File: config.mk
export PLATFORM = sky130hd
export DESIGN_NAME = ges_div
export DESIGN_NICKNAME = d
export VERILOG_FILES = /design/src/design/ges_pkg.sv /design/src/design/ges_div.sv
export SDC_FILE = /design/constraint.sdc
export NUM_CORES = 1
export LEC_CHECK = 0
export BUFFER_PORTS_ARGS = -buffer_cell sky130_fd_sc_hd__buf_2
export CAP_MARGIN = 30
export CORE_ASPECT_RATIO = 0.9
export CORE_MARGIN = 2
export CORE_UTILIZATION = 48
export DETAILED_ROUTE_END_ITERATION = 16
export PLACE_DENSITY = 0.76
export RECOVER_POWER = 25
export SYNTH_ARGS = -nofsm -noshare
export SYNTH_HDL_FRONTEND = slang
export SYNTH_SLANG_ARGS = --single-unit
File: constraint.sdc
create_clock -name clk -period 8.51 [get_ports clk]
set_input_delay 2.1275 -clock clk [delete_from_list [all_inputs] [get_ports clk]]
set_output_delay 2.1275 -clock clk [all_outputs]
set_load 0.01 [all_outputs]
File: src/design/ges_pkg.sv
package ges_pkg;

  localparam int QFRAC = 16;
  localparam int ACC_W = 48;
  localparam int NUM_W = ACC_W + QFRAC;

  localparam logic [1:0] REG_MATRIX_SIZE = 2'd0;
  localparam logic [1:0] REG_RHS_COUNT   = 2'd1;
  localparam logic [1:0] REG_PIVOT_THR   = 2'd2;

  localparam logic signed [31:0] Q_MAX = 32'sh7fff_ffff;
  localparam logic signed [31:0] Q_MIN = 32'sh8000_0000;

  typedef struct packed {
    logic              req_type;
    logic [2:0]        row;
    logic [2:0]        col;
    logic signed [31:0] value;
    logic              last;
  } req_t;

  typedef struct packed {
    logic              status;
    logic [2:0]        row_res;
    logic [1:0]        col_res;
    logic signed [31:0] value_res;
    logic              last_res;
  } res_t;

  typedef struct packed {
    logic                    start;
    logic signed [NUM_W-1:0] num;
    logic signed [31:0]      den;
  } div_req_t;

  typedef struct packed {
    logic               busy;
    logic               done;
    logic signed [31:0] quo;
  } div_rsp_t;

  typedef enum logic [4:0] {
    ST_IDLE,
    ST_PV_RD, ST_PV_CMP, ST_PV_CHK,
    ST_SW_RA, ST_SW_RB, ST_SW_WA, ST_SW_WB,
    ST_EL_PIV_RD, ST_EL_PIV,
    ST_EL_F_RD, ST_EL_F_DIV, ST_EL_F_WAIT,
    ST_EL_RB, ST_EL_RA, ST_EL_M1, ST_EL_WR,
    ST_BS_INIT_RD, ST_BS_INIT, ST_BS_RD, ST_BS_M0, ST_BS_M1, ST_BS_ACC,
    ST_BS_DIV, ST_BS_DWAIT,
    ST_OUT_RD, ST_OUT
  } state_t;

endpackage

File: src/design/ges_div.sv
module ges_div import ges_pkg::*; (
  input  logic     clk,
  input  logic     rst,
  input  div_req_t req,
  output div_rsp_t rsp
);

  localparam int CNT_W = $clog2(NUM_W);

  logic [NUM_W-1:0]         qm;
  logic [32:0]              rem;
  logic [31:0]              dmag;
  logic                     neg;
  logic                     dzero;
  logic                     busy;
  logic                     done;
  logic [CNT_W-1:0]         cnt;
  logic [32:0]              rem_sh;
  logic                     ge;
  logic signed [31:0]       quo;

  assign rem_sh = {rem[31:0], qm[NUM_W-1]};
  assign ge     = rem_sh >= {1'b0, dmag};

  always_comb begin
    if (dzero) begin
      quo = '0;
    end else if (!neg) begin
      quo = (qm > NUM_W'(Q_MAX)) ? Q_MAX : qm[31:0];
    end else begin
      quo = (qm > NUM_W'(33'h1_0000_0000 >> 1)) ? Q_MIN : -qm[31:0];
    end
  end

  always_ff @(posedge clk) begin
    if (rst) begin
      busy <= 1'b0;
      done <= 1'b0;
    end else begin
      done <= 1'b0;
      if (req.start && !busy) begin
        busy <= 1'b1;
        cnt  <= '0;
        rem  <= '0;
        qm   <= req.num[NUM_W-1] ? NUM_W'(-req.num) : NUM_W'(req.num);
        dmag <= req.den[31] ? 32'(-req.den) : 32'(req.den);
        neg  <= req.num[NUM_W-1] ^ req.den[31];
        dzero <= (req.den == '0);
      end else if (busy) begin
        rem <= ge ? (rem_sh - {1'b0, dmag}) : rem_sh;
        qm  <= {qm[NUM_W-2:0], ge};
        cnt <= cnt + 1'b1;
        if (cnt == CNT_W'(NUM_W - 1)) begin
          busy <= 1'b0;
          done <= 1'b1;
        end
      end
    end
  end

  assign rsp.busy = busy;
  assign rsp.done = done;
  assign rsp.quo  = quo;

endmodule

; After elaboration in Yosys (flattened, before gate mapping)
; Index checks and enable logic that the tools add are counted.
[word_totals]
ff_bits = 138
memories = 0
latch_bits = 0
out_inout_bits = 34
ram_bits = 0
in_bits = 99
elab_cells = 43
mem_bits_ro = 0
[classes]
n_addsub = 5
reduce_logical = 7
n_mul = 0
n_shift = 0
magnitude_cmp = 3
n_bitwise = 3
n_mux = 15
n_div = 0
eq_ne = 1
[ops]
columns = operator, n
row1 = 32-bit two-way mux, 6
row2 = 64-bit two-way mux, 3
row3 = 64-bit by 31-bit > comparator with 1-bit output (second input constant), 1
row4 = 64-bit by 32-bit > comparator with 1-bit output (second input constant), 1
row5 = 32-bit negation, 2
row6 = 64-bit negation, 1
row7 = 33-bit by 32-bit greater-or-equal comparator with 1-bit output, 1
row8 = 32-bit logical NOT, 1
row9 = 32-bit subtractor, 1
row10 = 31-bit two-way mux, 1
row11 = 6-bit by 1-bit adder with 6-bit output (second input constant), 1
row12 = 6-bit == test (second input constant), 1
row13 = 6-bit two-way mux, 1
row14 = 1-bit two-way mux, 4
row15 = 2-bit AND reduction, 2
row16 = 3-bit OR reduction, 1
row17 = 1-bit inverter, 2
row18 = 2-bit nonzero test, 1
row19 = 1-bit logical AND, 1
row20 = 1-bit logical NOT, 1
row21 = 1-bit XOR, 1

; Depth between registers and ports, before layout
[logic_depth]
depth_word = 4
mapped_depth = 12
depth_no_buf = 11

; Worst setup path before layout
; OpenSTA, ideal clock, no wires.
[synth_path]
kind = input-to-reg
startpoint = in req[96] (netlist name)
endpoint = reg cnt[0] (enable)
required_time_ps = 7943
stages = 2
n_path_buf = 0
path_slack_ps = 1467
setup_ps = 567
arrival_time_ps = 6476
path_cell_list = nor2_1 -> nor2_1
[synth_via]
elab_chain_len = 3
[synth_lines]
columns = item, line
row1 = start: declaration, ges_div.sv:4  ; input div_req_t req,
row2 = 1-bit logical AND, ges_div.sv:41  ; if (req.start && !busy) begin
row3 = 2-bit nonzero test (no source line), n/a
row4 = 2-bit AND reduction (no source line), n/a
row5 = end signal: assignment, ges_div.sv:52  ; cnt <= cnt + 1'b1;
row6 = end: declaration, ges_div.sv:17  ; logic [CNT_W-1:0] cnt;
; No other way between the ends.
; A chain may end at the register's enable or synchronous reset.

==> metrics.txt <==
total congestion overflow=0; part of the power in registers=41.1%; CP required=6380 ps; status=complete, but fails checks; top-area cell type share of the netlist area=39.79%; slew at the pin closest to its max-slew limit=1828 ps; top cells by count, synth=edfxtp_1, nand2_1, o21ai_0; WL final=approximately 26000 um; Resize count post-CTS=0; Port-buffer cells=132; Num Clock Sinks=~140; layout net count=1378; Avg Cell Area, Syn=8.981 um^2; # DRC=0; Worst setup EP type=output port; combinational power share=24.9%; Worst-path clk slew=60 ps; Die X=158.1 um; Max-Cap Viols=3; row cnt=50; Post-Syn Instances=1143; Wirelength per Cell=16.84 um; WP data arrival=4540 ps; final period utilization=78.39%; Worst slew margin=-21.86%; Hold Crit Class=flip-flop to flip-flop; Seq cells post-synth=138; Most Used Layer, Global Route=met1; cell internal pwr=1.459 mW; routability cong.=0.9259; CP max stage cell=nor4_1; Clk network pwr share=between 30 and 40%; final count of pins violating max slew=91; vias in the first global route=8375; # hold bufs at CTS=0; Pleak=4.549 nW; Worst Path Buf+Inv=2; footprint of the multi-input gates=5693 um^2; share of layout cells above drive strength 1=14.90%; Iteration-0 DRC Markers=approximately 950; GRT Overall Usage=23.52%; post-route setup TNS=0 ps; Seq/Total Area, Yosys=40.18%; Setup-failing EPs final=0; pin count of the biggest net entering global routing=126; vias per cell=5.896; clock skew=13.28 ps; Root Buffer=clkbuf_16; die footprint=about 23000 um^2; router iterations before antenna repair=5; routed via count=9091; Ports=133; Starting Density=about half; crit-path cells=inv_1, ha_1, or4b_2, nor4_1, and3_1, nand3_1, o41ai_1, a21oi_1, or2_2, a311oi_1, buf_2; Layout fillers=1918; Final Hold Fails=0; final design utilization=between 50% and 60%; initial antenna violation count=1; area delta synth->final=13.97%; CP startpoint kind=flip-flop; YS warnings=0; fmax=149.9 MHz; Synth area leaders=edfxtp_1, xor2_1, o21ai_0; crit path time final=around 6700 ps; met2 Use GR=34.39%; CORE AREA=20900 um^2; cell family with most CP delay=simple AND/OR/NAND/NOR gates; H-tree depth=4; area leader, netlist=edfxtp_1; CTS max path bufs=2; count leader, synth=edfxtp_1; met1 usage=34.50%; met3 usage=4.158%; RSZ-0062 raised after global routing=no; DP Wirelength=18740 um; Num CTS Buffers=17; Die H=142.7 um; # Post-CTS Setup Buffers=0; pwr dens=182.6 nW/um^2; Clock Latency Late Sink=430 ps; final antenna-violating net count=0; ys flop type=edfxtp_1; Synth async-reset ratio=0%; global-route wire length before repair=42130 um; number of synthesized flops with an enable pin=approximately 140; Sequential cell area=between 4000 and 5000 um^2; Sw Share=a little under a third; failing checks=capacitance limit, slew limit; Psw=between 0.6 and 0.7 mW; Crit Path Category=flip-flop to output port; area of the mapped netlist=10260 um^2; Crit path largest cell delay=790 ps; maximum VDD drop=approximately 110 uV; TritonCTS clock tree=built; Net Count, Synth=1279; synth unique cells=68; Crit Path Max Fanout=31; total power=2.136 mW
## stage by stage
stage	cell area, um^2	std cells	hold slack (ps)	worst slack (ps)
after detailed placement	11140	1507	542.1	2397
after CTS	11710	1539	550.7	1940
after global placement	11120	1506	531.6	2578
final	11700	1542	543.5	1839
after floorplan	10260	1143	485.6	1467
after global routing	11700	1542	595.8	1510
## layout by cell type, fill, tap and decap left out, types with 25 or more instances in the layout
master / n
nor3_1: 35
inv_1: 57
xor2_1: 73
ha_1: 36
xnor2_1: 54
nor2_1: 87
o31ai_1: 26
a21oi_1: 57
nor4_1: 25
o21ai_0: 114
nand2_1: 130
edfxtp_1: 136
buf_2: 128
## metal layers
layer  vias to the layer above  share of wire, %
met3                        57               7.2
met2                       352                43
li1                       4420                 -
met4                         0               2.6
met1                      4262                47
met5                         -                 0
## worst register-to-register path, delay by kind of cell, from the launching register on
kind / cells / cell delay [ps]
buffers and inverters: 1 / 430
DFF: 1 / 420
AOI/OAI and AO/OA: 4 / 1170
adders and majority gates: 1 / 510
and+or+nand+nor: 4 / 1040
## final timing paths
check	from	to	slack, ps	cells after the start
worst max-delay path	qm[0]	rsp[28]	1840	11
worst min-delay path	busy	done	540	2
worst max register to register	rem[19]	rem[24]	4760	10
worst min register to register	busy	done	540	2
## flip-flops by register name, indices dropped and copies added, names as in the netlist
register and count:
dzero 1, qm 64, rem 32, neg 1, done 1, busy 1, cnt 6, dmag 32
## power groups by stage
stage	logic [mW]	registers [mW]	clock network [mW]
finish	0.532	0.878	0.725
CTS	0.529	0.877	0.735
global route	0.599	0.886	0.762
detailed placement	0.524	0.891	0
floorplan	0.387	0.878	0
global placement	0.511	0.889	0
## cell type report
type	instances	share of cell area [%]
Antenna cell	1	0.02139
Clock buffer	17	3.636
Clock inverter	15	1.219
Inverter	57	1.829
Multi-Input combinational cell	886	48.66
Sequential cell	138	35.25
Tap cell	286	3.059
Timing Repair Buffer	142	6.321
## logic make-up (layout without fill, tap and decap cells)
logic type      after synthesis  count (layout)  synth area share [%]
simple gates                395             395                 18.94
compound gates              303             303                 18.61
flops                       138             138                 40.18
xor+xnor                    127             127                 10.84
buf+inv                     119             231                 4.498
fa+ha+maj                    37              37                 4.583
mux                          24              24                 2.352
other cells                   0               1                     0
No activity file was read; power rests on OpenSTA's default activity.
