===== config.mk =====
export PLATFORM = sky130hd
export DESIGN_NAME = ges_qmul
export DESIGN_NICKNAME = d
export VERILOG_FILES = /design/src/design/ges_pkg.sv /design/src/design/ges_qmul.sv
export SDC_FILE = /design/constraint.sdc
export NUM_CORES = 2
export LEC_CHECK = 0
export ABC_AREA = 1
export BUFFER_PORTS_ARGS = -buffer_cell sky130_fd_sc_hd__clkbuf_2
export CAP_MARGIN = 25
export CORE_UTILIZATION = 30
export CTS_BUF_LIST = sky130_fd_sc_hd__clkbuf_16
export CTS_CLUSTER_DIAMETER = 50
export CTS_CLUSTER_SIZE = 20
export DETAILED_ROUTE_END_ITERATION = 12
export SLEW_MARGIN = 20
export SYNTH_ARGS = -nofsm -noshare
export SYNTH_HDL_FRONTEND = slang
export SYNTH_SLANG_ARGS = --single-unit

===== constraint.sdc =====
create_clock -name clk -period 10.3 [get_ports clk]
set_input_delay 1.545 -clock clk [delete_from_list [all_inputs] [get_ports clk]]
set_output_delay 1.545 -clock clk [all_outputs]
set_load 0.03 [all_outputs]

===== src/design/ges_pkg.sv =====
package ges_pkg;

  localparam int QFRAC = 16;
  localparam int ACC_W = 48;
  localparam int NUM_W = ACC_W + QFRAC;

  localparam logic [1:0] REG_MATRIX_SIZE = 2'd0;
  localparam logic [1:0] REG_RHS_COUNT   = 2'd1;
  localparam logic [1:0] REG_PIVOT_THR   = 2'd2;

  localparam logic signed [31:0] Q_MAX = 32'sh7fff_ffff;
  localparam logic signed [31:0] Q_MIN = 32'sh8000_0000;

  typedef struct packed {
    logic              req_type;
    logic [2:0]        row;
    logic [2:0]        col;
    logic signed [31:0] value;
    logic              last;
  } req_t;

  typedef struct packed {
    logic              status;
    logic [2:0]        row_res;
    logic [1:0]        col_res;
    logic signed [31:0] value_res;
    logic              last_res;
  } res_t;

  typedef struct packed {
    logic                    start;
    logic signed [NUM_W-1:0] num;
    logic signed [31:0]      den;
  } div_req_t;

  typedef struct packed {
    logic               busy;
    logic               done;
    logic signed [31:0] quo;
  } div_rsp_t;

  typedef enum logic [4:0] {
    ST_IDLE,
    ST_PV_RD, ST_PV_CMP, ST_PV_CHK,
    ST_SW_RA, ST_SW_RB, ST_SW_WA, ST_SW_WB,
    ST_EL_PIV_RD, ST_EL_PIV,
    ST_EL_F_RD, ST_EL_F_DIV, ST_EL_F_WAIT,
    ST_EL_RB, ST_EL_RA, ST_EL_M1, ST_EL_WR,
    ST_BS_INIT_RD, ST_BS_INIT, ST_BS_RD, ST_BS_M0, ST_BS_M1, ST_BS_ACC,
    ST_BS_DIV, ST_BS_DWAIT,
    ST_OUT_RD, ST_OUT
  } state_t;

endpackage


===== src/design/ges_qmul.sv =====
module ges_qmul import ges_pkg::*; (
  input  logic               clk,
  input  logic signed [31:0] a,
  input  logic signed [31:0] b,
  output logic signed [31:0] q
);

  logic signed [63:0] prod;
  logic signed [63:0] adj;
  logic signed [47:0] shr;

  // truncate toward zero; the product and the saturated result are both registered
  always_comb begin
    adj = prod[63] ? (prod + 64'sd65535) : prod;
    shr = 48'(adj >>> QFRAC);
  end

  always_ff @(posedge clk) begin
    prod <= a * b;
    if (shr > 48'(Q_MAX)) begin
      q <= Q_MAX;
    end else if (shr < 48'(Q_MIN)) begin
      q <= Q_MIN;
    end else begin
      q <= shr[31:0];
    end
  end

endmodule


* Word level (Yosys, flattened, before mapping)
Index checks and enable logic that the tools add are counted.
** Word-level totals
- Register bits :: 96
- Input port bits :: 65
- Word-level logic and storage cells :: 8
** Operators by class
- Add/subtract/negate cells :: 1
- Multipliers :: 1
- Order comparisons :: 2
- Multiplexer cells :: 2
** Operator list (number)
- 64-bit by 17-bit adder with 64-bit output, second input constant :: 1
- 32-bit by 32-bit multiplier with 64-bit output :: 1
- 64-bit 2-to-1 mux :: 1
- 48-bit by 32-bit greater-than comparator with 1-bit output, second input constant :: 1
- 48-bit by 32-bit less-than comparator with 1-bit output, second input constant :: 1
- 32-bit 2-to-1 mux :: 1

* Depth between registers and ports, before layout
- Depth after elaboration :: 4
- Mapped depth :: 31
- Mapped depth without buffers :: 30

* Least setup slack after synthesis
OpenSTA, ideal clock, no wires.
- Path type :: in2reg
- Start :: input a[31]
- End :: register prod[59]
- Library setup time :: 0.113 ns
- Arrival time :: 8.385 ns
- Required time :: 10.187 ns
- Path slack :: 1.802 ns
- Stages :: 24
- Path through :: clkbuf_1 -> nand2_1 -> fa_1 -> fa_1 -> inv_1 -> fa_1 -> fa_1 -> inv_1 -> fa_1 -> inv_1 -> fa_1 -> inv_1 -> fa_1 -> inv_1 -> fa_1 -> ha_1 -> a21oi_1 -> inv_1 -> a21oi_1 -> inv_1 -> a221oi_1 -> nand3_1 -> nand2_1 -> nand2_1
** Between the ends
- Cells in the longest elaborated chain, start to end :: 1
** RTL lines
- from (decl) :: RTL line ges_qmul.sv:3 : input logic signed [31:0] a,
- 32-bit by 32-bit multiplier with 64-bit output :: RTL line ges_qmul.sv:19 : prod <= a * b;
- to (signal assigned) :: RTL line ges_qmul.sv:19
- to (decl) :: RTL line ges_qmul.sv:8 : logic signed [63:0] prod;
Every way passes these cells.
A chain may end at the register's enable or synchronous reset.

* Worst setup path after layout
- Start :: input b[4]
- End :: register prod[53]
** Between the ends
- Cells in the longest elaborated chain, start to end :: 1
** RTL lines
- from (decl) :: RTL line ges_qmul.sv:4 : input logic signed [31:0] b,
- 32-bit by 32-bit multiplier with 64-bit output :: RTL line ges_qmul.sv:19
Every way passes these cells.

==> reports/results.md <==
## Placed design
- **global placer's final weighted congestion** 0.915
- **PortBufs** 96
- **total half-perimeter wirelength after legalization and detailed placement** 99.1 mm

## CTS
- **post-cts gate resize count** 0
- **maximum level of the CTS H-tree** 3
- **Hold Buf Count CTS** 0
- **number of buffers inserted to repair setup after CTS** 0
- **root cell of the clock tree** sky130_fd_sc_hd__clkbuf_16
- **deepest clock path buffer count** 2
- **Inserted Clock Buffers** 9
- **clock sinks** 96
- **TritonCTS clock tree** done
- **clock insertion delay at the later pin of the skew report** 0.36 ns
- **register clock-pin slew on the reported worst setup and hold paths** 0.07 ns

## Job
- **max-cap violations** 0

## Floorplan
- **area of the die** 140000 µm²
- **boundary pin count** 97
- **Placeable Area** 137000 µm²
- **height of the die** 374 µm
- **initial core utilization** 0.302
- **DIE WIDTH** 374 µm
- **cell row count** 136

## Worst setup path
- **reg2reg start** prod[63]$_DFF_P_
- **Worst Setup EP** prod[53]$_DFF_P_
- **startpoint kind of the worst setup timing path** primary input
- **critical path endpoint category** flip-flop
- **required time worst endpoint** 10.50 ns
- **reg2reg end** q[7]$_SDFF_PN1_
- **register-to-register setup slack** 7.30 ns
- **critical path launch point** b[4]
- **Setup Crit Path Kind** in -> reg
- **worst reg-to-reg path cell count** 11
- **worst path arrival time** 9.45 ns
- **Max Fanout on Critical Path** 32

## Yosys
- **synthesized instance count** 5157
- **post-synthesis sequential area ratio** 0.0463
- **biggest area consumer among synthesized cells** sky130_fd_sc_hd__fa_1
- **Post-synth EDFFs** 0
- **portion of synthesized cell area occupied by the leading cell type** 0.522
- **library cells used by synthesis** 46
- **number of synthesized register bits** 96
- **number of warnings reported in the yosys synthesis log** 0
- **synthesized netlist net count** 6488
- **most frequently used flop master after synthesis** sky130_fd_sc_hd__dfxtp_1
- **async set-or-reset flop fraction in the synthesized netlist** 0
- **Avg Synthesized Cell Area** 8.04 µm²
- **mapped cell area** 41500 µm²
- **ranking of synthesized cells by area** sky130_fd_sc_hd__fa_1, sky130_fd_sc_hd__inv_1, sky130_fd_sc_hd__nand2_1

## STA
- **final cycle utilization of the critical path** 0.897
- **clock period minus final worst setup slack** 9.24 ns
- **# setup viols final** 0
- **Worst Skew** 0.0138 ns
- **relative slew slack** 0.301
- **final count of pins violating max slew** 0
- **slew at the pin closest to its max-slew limit** 1.05 ns
- **aggregate negative setup slack** 0 ns
- **maximum clock frequency** 108 MHz
- **setup repair after global routing missed its margin** false
- **number of endpoints with negative hold slack in the final report** 0

## Finish
- **Filler Cells Inserted** 14600
- **leading cell types in the layout, fill and taps excluded** sky130_fd_sc_hd__inv_1, sky130_fd_sc_hd__nand2_1, sky130_fd_sc_hd__fa_1, sky130_fd_sc_hd__nor2_1, sky130_fd_sc_hd__ha_1
- **proportion of layout cells with a drive suffix above 1** 0.0405
- **most frequent standard cell in the layout excluding fill and tap cells** sky130_fd_sc_hd__inv_1
- **number of nets in the layout** 6434
- **area overhead of the layout relative to synthesis** 6.10%

## Detailed routing
- **number of DRC violations after detailed routing** 0
- **wire length per cell** 16.5 µm
- **routed vias/inst** 4.51
- **via count of the routed design** 31100
- **Iter 0 DRT Violations** 1940
- **Routed Antenna Nets** 0
- **final wirelength** 114 mm
- **TritonRoute pass-1 iters** 6

## Min path
- **worst min-delay path category** reg -> reg

## GRT
- **GRT overflow** 0
- **vias in the first global route** 34600
- **pin count of the biggest net entering global routing** 33
- **antenna violations before repair** 6
- **wire length of the first global-routing pass** 190 mm
- **gr usage total** 0.171

## Status
- **outcome** finished clean

registers in the layout, indices dropped and copies added (netlist names):
register,count
q,32
prod,64
critical path: stages:
cell and delay, ns:
sky130_fd_sc_hd__clkbuf_2 0.55, sky130_fd_sc_hd__nand2_1 0.16, sky130_fd_sc_hd__fa_1 0.56, sky130_fd_sc_hd__fa_1 0.58
sky130_fd_sc_hd__inv_1 0.07, sky130_fd_sc_hd__fa_1 0.94, sky130_fd_sc_hd__fa_1 0.29, sky130_fd_sc_hd__buf_4 0.21
sky130_fd_sc_hd__inv_1 0.28, sky130_fd_sc_hd__fa_1 0.58, sky130_fd_sc_hd__inv_1 0.05, sky130_fd_sc_hd__fa_1 0.52
sky130_fd_sc_hd__inv_1 0.05, sky130_fd_sc_hd__fa_1 0.48, sky130_fd_sc_hd__inv_1 0.05, sky130_fd_sc_hd__fa_1 0.46
sky130_fd_sc_hd__ha_1 0.36, sky130_fd_sc_hd__a21oi_1 0.26, sky130_fd_sc_hd__o21ai_0 0.23, sky130_fd_sc_hd__a21oi_1 0.34
sky130_fd_sc_hd__a21boi_0 0.29, sky130_fd_sc_hd__o221ai_1 0.31, sky130_fd_sc_hd__xor2_1 0.25
through the flow:
stage	hold WS [ns]	util	instance area, µm²	worst slack [ns]	cells
final	0.651	0.320	44000	1.06	6903
after global routing	0.675	0.320	44000	0.647	6902
after CTS	0.668	0.320	44000	1.04	6902
after detailed placement	0.656	0.318	43700	0.677	6886
after global placement	0.648	0.318	43700	0.590	6886
after floorplan	0.540	-	41500	1.80	5157
worst min-delay path by stage:
stage / cells past startpoint / startpoint / end / slack, ns
after global routing: 3 / prod[38]$_DFF_P_ / q[22]$_SDFF_PN1_ / 0.67
final: 3 / prod[38]$_DFF_P_ / q[22]$_SDFF_PN1_ / 0.65
after global placement: 3 / prod[44]$_DFF_P_ / q[28]$_SDFF_PN1_ / 0.65
after CTS: 3 / prod[38]$_DFF_P_ / q[22]$_SDFF_PN1_ / 0.67
after floorplan: 3 / prod[36]$_DFF_P_ / q[20]$_SDFF_PN1_ / 0.54
after detailed placement: 3 / prod[44]$_DFF_P_ / q[28]$_SDFF_PN1_ / 0.66
layout make-up:
class	instances	area, µm²	area share
clock buffer	9	225	0.00512
multi-input combinational	3256	32700	0.743
clock inverter	7	96.3	0.00219
inverter	1605	6030	0.137
antenna	1	2.50	0.0000569
timing repair buffer	135	773	0.0176
sequential	96	1920	0.0437
tap	1794	2240	0.0510
synth_stat cells, drive strengths merged, types with 19 or more instances:
library cell / n
clkbuf: 192
inv: 1601
xnor2: 35
nor2: 210
nand2: 1352
xor2: 62
a21oi: 76
o21ai: 50
ha: 184
dfxtp: 96
nor3: 19
nand4: 32
fa: 1082
nand3: 70
routing by layer:
layer	global-route usage	routed length, µm	up-vias
met5	0	37	-
met4	0.0331	2360	6
met3	0.0125	5370	138
met2	0.303	57300	775
met1	0.228	48800	16000
li1	-	-	14200
cell families after synthesis:
family                     count (synthesis)  share of synthesized area
buffers and inverters                   1805                      0.165
and+or+nand+nor                         1712                      0.166
adders and majority gates               1266                      0.578
AOI/OAI and AO/OA                        181                     0.0251
xor gates and xnor gates                  97                     0.0205
DFF                                       96                     0.0463
Power is left out: the tool's default activity adds up to more than one toggle a clock period on the data nets, which glitch-free logic cannot reach.
